File: config.mk
export PLATFORM = sky130hd
export DESIGN_NAME = reply_frame_parser
export DESIGN_NICKNAME = d
export VERILOG_FILES = /design/src/rtl/core/rfp_pkg.sv /design/src/rtl/core/rfp_parse.sv /design/src/rtl/core/rfp_out_fifo.sv /design/src/rtl/core/reply_frame_parser.sv
export SDC_FILE = /design/constraint.sdc
export NUM_CORES = 1
export LEC_CHECK = 0
export ABC_AREA = 1
export BUFFER_PORTS_ARGS = -buffer_cell sky130_fd_sc_hd__buf_2
export CORE_MARGIN = 2
export CORE_UTILIZATION = 35
export DETAILED_ROUTE_END_ITERATION = 12
export GPL_ROUTABILITY_DRIVEN = 0
export PLACE_DENSITY_LB_ADDON = 0.12
export SLEW_MARGIN = 20
export SYNTH_ARGS = -nofsm -noshare
export SYNTH_HDL_FRONTEND = slang
export SYNTH_HIERARCHICAL = 1
export SYNTH_SLANG_ARGS = --single-unit
File: constraint.sdc
create_clock -name i_clk -period 7.8 [get_ports i_clk]
set_input_delay 0.78 -clock i_clk [delete_from_list [all_inputs] [get_ports i_clk]]
set_output_delay 0.78 -clock i_clk [all_outputs]
set_load 0.01 [all_outputs]
File: src/rtl/core/rfp_pkg.sv
`timescale 1ns / 1ps

package rfp_pkg;

    // Largest payload length a reply may announce
    localparam logic [5:0] BUFFER_SIZE = 6'd32;

    // Result queue depth
    localparam int unsigned FIFO_DEPTH = 3;

    // Frame constants
    localparam logic [7:0] CMD_FLAG = 8'h80;
    localparam logic [5:0] LEN_MASK = 6'h3F;
    localparam logic [7:0] ERR_CODE = 8'hFF;
    localparam logic [7:0] CMD_MAX  = 8'd127;

    // Parser phases
    localparam logic [2:0] PH_RESULT   = 3'd0;
    localparam logic [2:0] PH_ERR_DEV  = 3'd1;
    localparam logic [2:0] PH_ERR_INFO = 3'd2;
    localparam logic [2:0] PH_CODE     = 3'd3;
    localparam logic [2:0] PH_CHECK    = 3'd4;
    localparam logic [2:0] PH_PAYLOAD  = 3'd5;

    // Status codes
    localparam logic [2:0] ST_OK        = 3'd0;
    localparam logic [2:0] ST_DEV_ERR   = 3'd1;
    localparam logic [2:0] ST_INVALID   = 3'd2;
    localparam logic [2:0] ST_WRONG_CMD = 3'd3;
    localparam logic [2:0] ST_FLAG      = 3'd4;
    localparam logic [2:0] ST_TOO_LONG  = 3'd5;
    localparam logic [2:0] ST_CHECKSUM  = 3'd6;
    localparam logic [2:0] ST_NO_CMD    = 3'd7;

    // Configuration register indexes
    localparam logic [1:0] CFG_EXP_CMD   = 2'd0;
    localparam logic [1:0] CFG_USE_CK    = 2'd1;
    localparam logic [1:0] CFG_EXP_BYTES = 2'd2;

    typedef struct packed {
        logic [7:0] expected_command;
        logic       use_checksum;
        logic [7:0] expected_bytes;
    } t_cfg;

    typedef struct packed {
        logic [7:0] payload_byte;
        logic       payload_valid;
        logic       frame_done;
        logic [2:0] status;
        logic [7:0] device_code;
        logic [7:0] error_info;
        logic [5:0] received_count;
    } t_result;

    // 8-bit end-around-carry add
    function automatic logic [7:0] sum_add(input logic [7:0] a, input logic [7:0] b);
        logic [8:0] s;
        s = {1'b0, a} + {1'b0, b};
        return s[7:0] + {7'd0, s[8]};
    endfunction

endpackage

File: src/rtl/core/rfp_parse.sv
`timescale 1ns / 1ps

module rfp_parse (
    input  logic                i_clk,
    input  logic                i_rst_n,
    input  logic                i_valid,
    input  logic [7:0]          i_byte,
    input  rfp_pkg::t_cfg       i_cfg,
    output logic                o_res_valid,
    output rfp_pkg::t_result    o_res
);

    logic [2:0] r_phase, n_phase;
    logic [7:0] r_sum, n_sum;
    logic [5:0] r_left, n_left;
    logic [5:0] r_taken, n_taken;
    logic [7:0] r_check, n_check;
    logic [7:0] r_dev, n_dev;
    logic       r_fhc, n_fhc;

    always_comb begin
        logic [5:0] len;
        logic       flag;
        logic [7:0] ck;
        logic [5:0] left_new;

        len      = i_byte[5:0] & rfp_pkg::LEN_MASK;
        flag     = i_byte[7];
        ck       = '0;
        left_new = '0;

        n_phase = r_phase;
        n_sum   = r_sum;
        n_left  = r_left;
        n_taken = r_taken;
        n_check = r_check;
        n_dev   = r_dev;
        n_fhc   = r_fhc;

        o_res_valid = 1'b0;
        o_res       = '0;

        if (i_valid) begin
            unique case (r_phase)
                rfp_pkg::PH_RESULT: begin
                    if (i_cfg.expected_command > rfp_pkg::CMD_MAX) begin
                        o_res_valid       = 1'b1;
                        o_res.frame_done  = 1'b1;
                        o_res.status      = rfp_pkg::ST_NO_CMD;
                    end else if (i_byte == rfp_pkg::ERR_CODE) begin
                        n_phase = rfp_pkg::PH_ERR_DEV;
                    end else if (i_byte == 8'd0) begin
                        o_res_valid       = 1'b1;
                        o_res.frame_done  = 1'b1;
                        o_res.status      = rfp_pkg::ST_INVALID;
                    end else if (i_byte != (i_cfg.expected_command | rfp_pkg::CMD_FLAG)) begin
                        o_res_valid       = 1'b1;
                        o_res.frame_done  = 1'b1;
                        o_res.status      = rfp_pkg::ST_WRONG_CMD;
                    end else begin
                        n_sum   = i_byte;
                        n_taken = '0;
                        n_phase = rfp_pkg::PH_CODE;
                    end
                end
                rfp_pkg::PH_ERR_DEV: begin
                    n_dev   = i_byte;
                    n_phase = rfp_pkg::PH_ERR_INFO;
                end
                rfp_pkg::PH_ERR_INFO: begin
                    o_res_valid       = 1'b1;
                    o_res.frame_done  = 1'b1;
                    o_res.status      = rfp_pkg::ST_DEV_ERR;
                    o_res.device_code = r_dev;
                    o_res.error_info  = i_byte;
                end
                rfp_pkg::PH_CODE: begin
                    left_new = ({2'b00, len} > i_cfg.expected_bytes)
                             ? i_cfg.expected_bytes[5:0] : len;
                    if (flag != i_cfg.use_checksum) begin
                        o_res_valid      = 1'b1;
                        o_res.frame_done = 1'b1;
                        o_res.status     = rfp_pkg::ST_FLAG;
                    end else if (len > rfp_pkg::BUFFER_SIZE) begin
                        o_res_valid      = 1'b1;
                        o_res.frame_done = 1'b1;
                        o_res.status     = rfp_pkg::ST_TOO_LONG;
                    end else begin
                        n_sum   = rfp_pkg::sum_add(r_sum, i_byte);
                        n_fhc   = flag;
                        n_check = '0;
                        n_left  = left_new;
                        if (flag) begin
                            n_phase = rfp_pkg::PH_CHECK;
                        end else if (left_new == '0) begin
                            // no check byte, nothing to read: frame is good
                            o_res_valid      = 1'b1;
                            o_res.frame_done = 1'b1;
                            o_res.status     = rfp_pkg::ST_OK;
                        end else begin
                            n_phase = rfp_pkg::PH_PAYLOAD;
                        end
                    end
                end
                rfp_pkg::PH_CHECK: begin
                    n_check = i_byte;
                    ck      = ~r_sum;
                    if (r_left == '0) begin
                        o_res_valid      = 1'b1;
                        o_res.frame_done = 1'b1;
                        if (r_fhc && (ck != i_byte)) begin
                            o_res.status     = rfp_pkg::ST_CHECKSUM;
                            o_res.error_info = ck;
                        end
                    end else begin
                        n_phase = rfp_pkg::PH_PAYLOAD;
                    end
                end
                rfp_pkg::PH_PAYLOAD: begin
                    n_sum   = rfp_pkg::sum_add(r_sum, i_byte);
                    n_taken = r_taken + 6'd1;
                    n_left  = (r_left != '0) ? (r_left - 6'd1) : r_left;
                    ck      = ~n_sum;
                    o_res_valid         = 1'b1;
                    o_res.payload_byte  = i_byte;
                    o_res.payload_valid = 1'b1;
                    if (n_left == '0) begin
                        o_res.frame_done = 1'b1;
                        if (r_fhc && (ck != r_check)) begin
                            o_res.status     = rfp_pkg::ST_CHECKSUM;
                            o_res.error_info = ck;
                        end
                    end
                end
                default: begin
                    n_phase = rfp_pkg::PH_RESULT;
                end
            endcase

            o_res.received_count = n_taken;

            if (o_res_valid && o_res.frame_done) begin
                n_phase = rfp_pkg::PH_RESULT;
                n_taken = '0;
                n_left  = '0;
            end
        end
    end

    always_ff @(posedge i_clk) begin
        if (!i_rst_n) begin
            r_phase <= rfp_pkg::PH_RESULT;
            r_sum   <= '0;
            r_left  <= '0;
            r_taken <= '0;
            r_check <= '0;
            r_dev   <= '0;
            r_fhc   <= 1'b0;
        end else begin
            r_phase <= n_phase;
            r_sum   <= n_sum;
            r_left  <= n_left;
            r_taken <= n_taken;
            r_check <= n_check;
            r_dev   <= n_dev;
            r_fhc   <= n_fhc;
        end
    end

endmodule

File: src/rtl/core/rfp_out_fifo.sv
`timescale 1ns / 1ps

module rfp_out_fifo (
    input  logic                i_clk,
    input  logic                i_rst_n,
    input  logic                i_wr,
    input  rfp_pkg::t_result    i_wr_data,
    input  logic                i_rd,
    output logic                o_valid,
    output rfp_pkg::t_result    o_data,
    output logic [1:0]          o_count
);

    localparam logic [1:0] LAST_PTR = 2'(rfp_pkg::FIFO_DEPTH - 1);

    rfp_pkg::t_result r_mem [rfp_pkg::FIFO_DEPTH];
    logic [1:0] r_wr_ptr, n_wr_ptr;
    logic [1:0] r_rd_ptr, n_rd_ptr;
    logic [1:0] r_count, n_count;
    logic       rd_en;

    assign rd_en   = i_rd && (r_count != '0);
    assign o_valid = (r_count != '0);
    assign o_data  = r_mem[r_rd_ptr];
    assign o_count = r_count;

    always_comb begin
        n_wr_ptr = i_wr  ? ((r_wr_ptr == LAST_PTR) ? 2'd0 : r_wr_ptr + 2'd1) : r_wr_ptr;
        n_rd_ptr = rd_en ? ((r_rd_ptr == LAST_PTR) ? 2'd0 : r_rd_ptr + 2'd1) : r_rd_ptr;
        n_count  = r_count + {1'b0, i_wr} - {1'b0, rd_en};
    end

    always_ff @(posedge i_clk) begin
        if (i_wr) begin
            r_mem[r_wr_ptr] <= i_wr_data;
        end
    end

    always_ff @(posedge i_clk) begin
        if (!i_rst_n) begin
            r_wr_ptr <= '0;
            r_rd_ptr <= '0;
            r_count  <= '0;
        end else begin
            r_wr_ptr <= n_wr_ptr;
            r_rd_ptr <= n_rd_ptr;
            r_count  <= n_count;
        end
    end

endmodule

File: src/rtl/core/reply_frame_parser.sv
`timescale 1ns / 1ps

// Reply frame parser: takes one received byte per transfer on the slave
// stream and gives at most one result per byte on the master stream. A
// byte is registered on entry, parsed the next cycle against the frame
// state, and its result lands in a three-entry output queue that drives
// the master stream. A new byte can be taken every cycle: o_s_axis_tready
// stays high as long as the queued results plus the byte still in the
// input register leave a free slot, which with a sink that takes every
// result never throttles. The result queue depth alone sets the stall
// behavior. Configuration is a plain write port that is always ready;
// write it only while no frame is in flight. No clearing pass after
// reset; the block is ready as soon as reset is released.
module reply_frame_parser (
    input  logic        i_clk,
    input  logic        i_rst_n,

    // received bytes
    input  logic        i_s_axis_tvalid,
    output logic        o_s_axis_tready,
    input  logic [7:0]  i_s_axis_tdata,   // [7:0] rx_byte

    // results
    output logic        o_m_axis_tvalid,
    input  logic        i_m_axis_tready,
    output logic [39:0] o_m_axis_tdata,   // [7:0] payload_byte, [10:8] status,
                                          // [18:11] device_code, [26:19] error_info,
                                          // [32:27] received_count, rest zero
    output logic        o_m_axis_tlast,   // frame_done
    output logic [0:0]  o_m_axis_tuser,   // [0] payload_valid

    // configuration writes
    input  logic        i_cfg_valid,
    output logic        o_cfg_ready,
    input  logic [1:0]  i_cfg_index,
    input  logic [7:0]  i_cfg_data
);

    // config registers
    rfp_pkg::t_cfg r_cfg;

    // input register
    logic       r_in_valid;
    logic [7:0] r_in_byte;

    logic             res_valid;
    rfp_pkg::t_result res;
    rfp_pkg::t_result q_data;
    logic [1:0]       q_count;
    logic [2:0]       occupancy;
    logic             in_xfer;

    assign o_cfg_ready = 1'b1;

    // room check uses only registered state: queued results plus the one
    // byte that may still be turning into a result
    assign occupancy       = {1'b0, q_count} + {2'b00, r_in_valid};
    assign o_s_axis_tready = (occupancy < 3'(rfp_pkg::FIFO_DEPTH));
    assign in_xfer         = i_s_axis_tvalid && o_s_axis_tready;

    always_ff @(posedge i_clk) begin
        if (!i_rst_n) begin
            r_cfg.expected_command <= 8'hFF;
            r_cfg.use_checksum     <= 1'b1;
            r_cfg.expected_bytes   <= 8'd0;
        end else if (i_cfg_valid) begin
            unique case (i_cfg_index)
                rfp_pkg::CFG_EXP_CMD:   r_cfg.expected_command <= i_cfg_data;
                rfp_pkg::CFG_USE_CK:    r_cfg.use_checksum     <= i_cfg_data[0];
                rfp_pkg::CFG_EXP_BYTES: r_cfg.expected_bytes   <= i_cfg_data;
                default: begin
                    // unused index: write dropped
                end
            endcase
        end
    end

    always_ff @(posedge i_clk) begin
        if (!i_rst_n) begin
            r_in_valid <= 1'b0;
        end else begin
            r_in_valid <= in_xfer;
        end
    end

    always_ff @(posedge i_clk) begin
        if (in_xfer) begin
            r_in_byte <= i_s_axis_tdata;
        end
    end

    rfp_parse u_parse (
        .i_clk       (i_clk),
        .i_rst_n     (i_rst_n),
        .i_valid     (r_in_valid),
        .i_byte      (r_in_byte),
        .i_cfg       (r_cfg),
        .o_res_valid (res_valid),
        .o_res       (res)
    );

    rfp_out_fifo u_out_fifo (
        .i_clk     (i_clk),
        .i_rst_n   (i_rst_n),
        .i_wr      (res_valid),
        .i_wr_data (res),
        .i_rd      (i_m_axis_tready),
        .o_valid   (o_m_axis_tvalid),
        .o_data    (q_data),
        .o_count   (q_count)
    );

    assign o_m_axis_tdata = {7'd0, q_data.received_count, q_data.error_info,
                             q_data.device_code, q_data.status, q_data.payload_byte};
    assign o_m_axis_tlast = q_data.frame_done;
    assign o_m_axis_tuser = q_data.payload_valid;

endmodule

==> out/results.ini <==
[detailed_routing]
wl_mm = 23.4
drt_iter0_drc = 406
ant_nets = 0
vias = 7051
wl_per_cell_um = 16.1
via_per_inst = 4.84
dr.pass1.iters = 5
drc_errors = 0

[setup_path]
arrival_ns = 3.67
required_ns = 7.99
critPathKind = register to register
start_kind = register
crit_path_end_kind = register
crit_fanout = 9

[global_routing]
grt_use_met2_pct = 29.6
grt_usage_pct = 17.8
grt_pass1_wl_mm = 36.9
top_usage_layer = met2
grt_max_degree = 37
grtUsageMet1_pct = 24.4
use_met3_pct = 2.52
overflow = 0
antenna_found_initial = 0
grt_pass1_vias = 6543

[cells_and_area]
post-route-util_pct = 39.7
drive_gt1_share_pct = 14.4
area_growth_pct = 12.5
diodes = 0
finalNonFillerCells = 1456
num-nets-final = 1153

[floorplanning]
rows = 59
die_area_sq_um = 27300
core_sq_um = 25800
die_w_um = 165
initial_core_util_pct = 35.3
die_h_um = 165
io_pins = 68

[synth]
ys_warn_count = 6
yosysMostFrequentCell = nand2_1
async_reset_ff_share_pct = 0
synth.area.top_cells = edfxtp_1 (37%), dfxtp_1 (15%), nand2_1 (8.9%)
synth-edff-count = 113
ys_ff_latch = 179
synthTopCellsByCount = nand2_1 (216), nor2_1 (141), inv_1 (120), a21oi_1 (113), edfxtp_1 (113)
syn_area_sq_um = 9100
postSynthCellCount = 1057
synth_top_area_share_pct = 37.3
synth.distinct_cells = 55
synth_ff_type = edfxtp_1
yosys.area.top_type = edfxtp_1
syn-mean-instance-area_sq_um = 8.61
yosysSeqAreaShare_pct = 51.8

[power]
finalPower_mw = 2.17
ir_drop_mv = 0.121
powerDensity_nw_per_um2 = 212
p_leak_nw = 4.32

[cts]
clkTransAtPathRegs_ns = 0.07
post_cts_buffers = 0
cts_tree = built
clk_latency_ns = 0.43
cts_buffer_depth = 2
cts-buffers-inserted = 17
hold_buffers = 0
clock_sinks = 179
cts_max_level = 4
post_cts_resized = 0
clock-root-buffer = clkbuf_16

[sta]
relSlewSlack_pct = 31.5
rsz0062_at_grt = false
hold-worst-slack_ns = 0.468
setup_viol = 0
period_share_pct = 44.7
fmax_mhz = 287
clock_skew_ns = 0.0120
hold_violations = 0
drv_slew = 0
period_minus_slack_ns = 3.48
tightest_slew_ns = 1.02
setup_tns_ns = 0

[placed_design]
io_buffers = 59
dp.cells = 1424
hpwl_mm = 16.1

[worst_hold_path]
hp-class = register to register

[flow_run]
cap_violations = 0

[run_status]
status = completed

[cell families after synthesis]
logic type,share of synthesized area [%]
XOR/XNOR,0.963
AND/OR/NAND/NOR,23.9
AO/OA/AOI/OAI,11.2
other,0.0826
adder cells (fa/ha/maj),3.11
buffers and inverters,8.95
flip-flops,51.8
[flip-flops by register name, summed over array words and instances (netlist names), 3 cells and up, named ones only]
register,count
u_parse/r_sum,8
u_out_fifo/r_mem,105
u_parse/r_check,8
u_parse/r_taken,6
r_cfg,17
r_in_byte,8
u_parse/r_dev,8
u_parse/r_phase,3
u_parse/r_left,6
[worst max-delay path, stage by stage (launching register included)]
cell,delay (ns)
edfxtp_1,0.49
ha_1,0.29
inv_1,0.09
fa_1,0.18
inv_1,0.05
nand3_1,0.08
nand2_1,0.09
a221o_1,0.37
ha_1,0.22
ha_1,0.33
xor2_1,0.15
nand2_1,0.06
a21oi_1,0.12
nand3_1,0.08
nor2_1,0.10
nand2_1,0.09
nor2_4,0.10
nand2_4,0.10
nand2_2,0.08
nand3_1,0.06
nand2_1,0.07
inv_1,0.05
[routing by layer]
layer,up-vias,share of wire [%]
li1,3604,-
met1,3284,48
met2,145,47
met3,18,3.6
met4,0,1.2
met5,-,0
[worst paths after layout]
path / slack, ns / startpoint / endpoint / cells after the start
worst min register to register: 0.47 / u_out_fifo/r_wr_ptr[1]$_SDFFE_PN0P_ / u_out_fifo/r_wr_ptr[1]$_SDFFE_PN0P_ / 2
worst min-delay path: 0.47 / u_out_fifo/r_wr_ptr[1]$_SDFFE_PN0P_ / u_out_fifo/r_wr_ptr[1]$_SDFFE_PN0P_ / 2
worst max-delay path: 4.32 / r_in_byte[0]$_DFFE_PP_ / u_out_fifo/r_mem[2][24]$_DFFE_PP_ / 21
worst max register to register: 4.32 / r_in_byte[0]$_DFFE_PP_ / u_out_fifo/r_mem[2][24]$_DFFE_PP_ / 21
[cells in the final DEF, fill, tap and decap left out, drive strengths merged]
cell,instances
o311ai,1
a31oi,4
and3,1
or2,3
o22ai,8
conb,8
nand3,77
o21a,1
clkbuf,17
a21oi,123
clkinv,5
inv,141
nand3b,4
ha,21
o31ai,2
nand2,230
a41oi,1
a22oi,2
nand4,15
bufinv,2
nand2b,1
clkinvlp,2
nor2,152
a211oi,6
o21ai,27
o211ai,5
dfxtp,66
xnor2,6
nor3,4
a221o,1
edfxtp,113
xor2,4
buf,66
nor4,1
fa,1
[cell type report]
class                   instances  area [sq um]
fillers                      2645         15500
flip-flops and latches        179          4710
multi-input cells             709          3590
inverters                     135           519
clock buffers                  17           425
well taps                     335           419
repair buffers                 66           348
clock inverters                15           209
[power breakdown]
group	internal (mW)	leakage, nW	total (mW)	switching (mW)
Combinational	0.0717	2.38	0.226	0.154
Clock	0.495	0.302	0.907	0.412
Sequential	1.02	1.64	1.04	0.0145
Total	1.59	4.32	2.17	0.580
[per-stage QoR]
step | cell area, sq um | setup WS, ns
after floorplan | 9120 | 2.94
after global placement | 9600 | 4.31
after detailed placement | 9600 | 4.29
after CTS | 10200 | 4.27
after global routing | 10200 | 3.91
final | 10200 | 4.32
(Power assumes the default switching activity.)
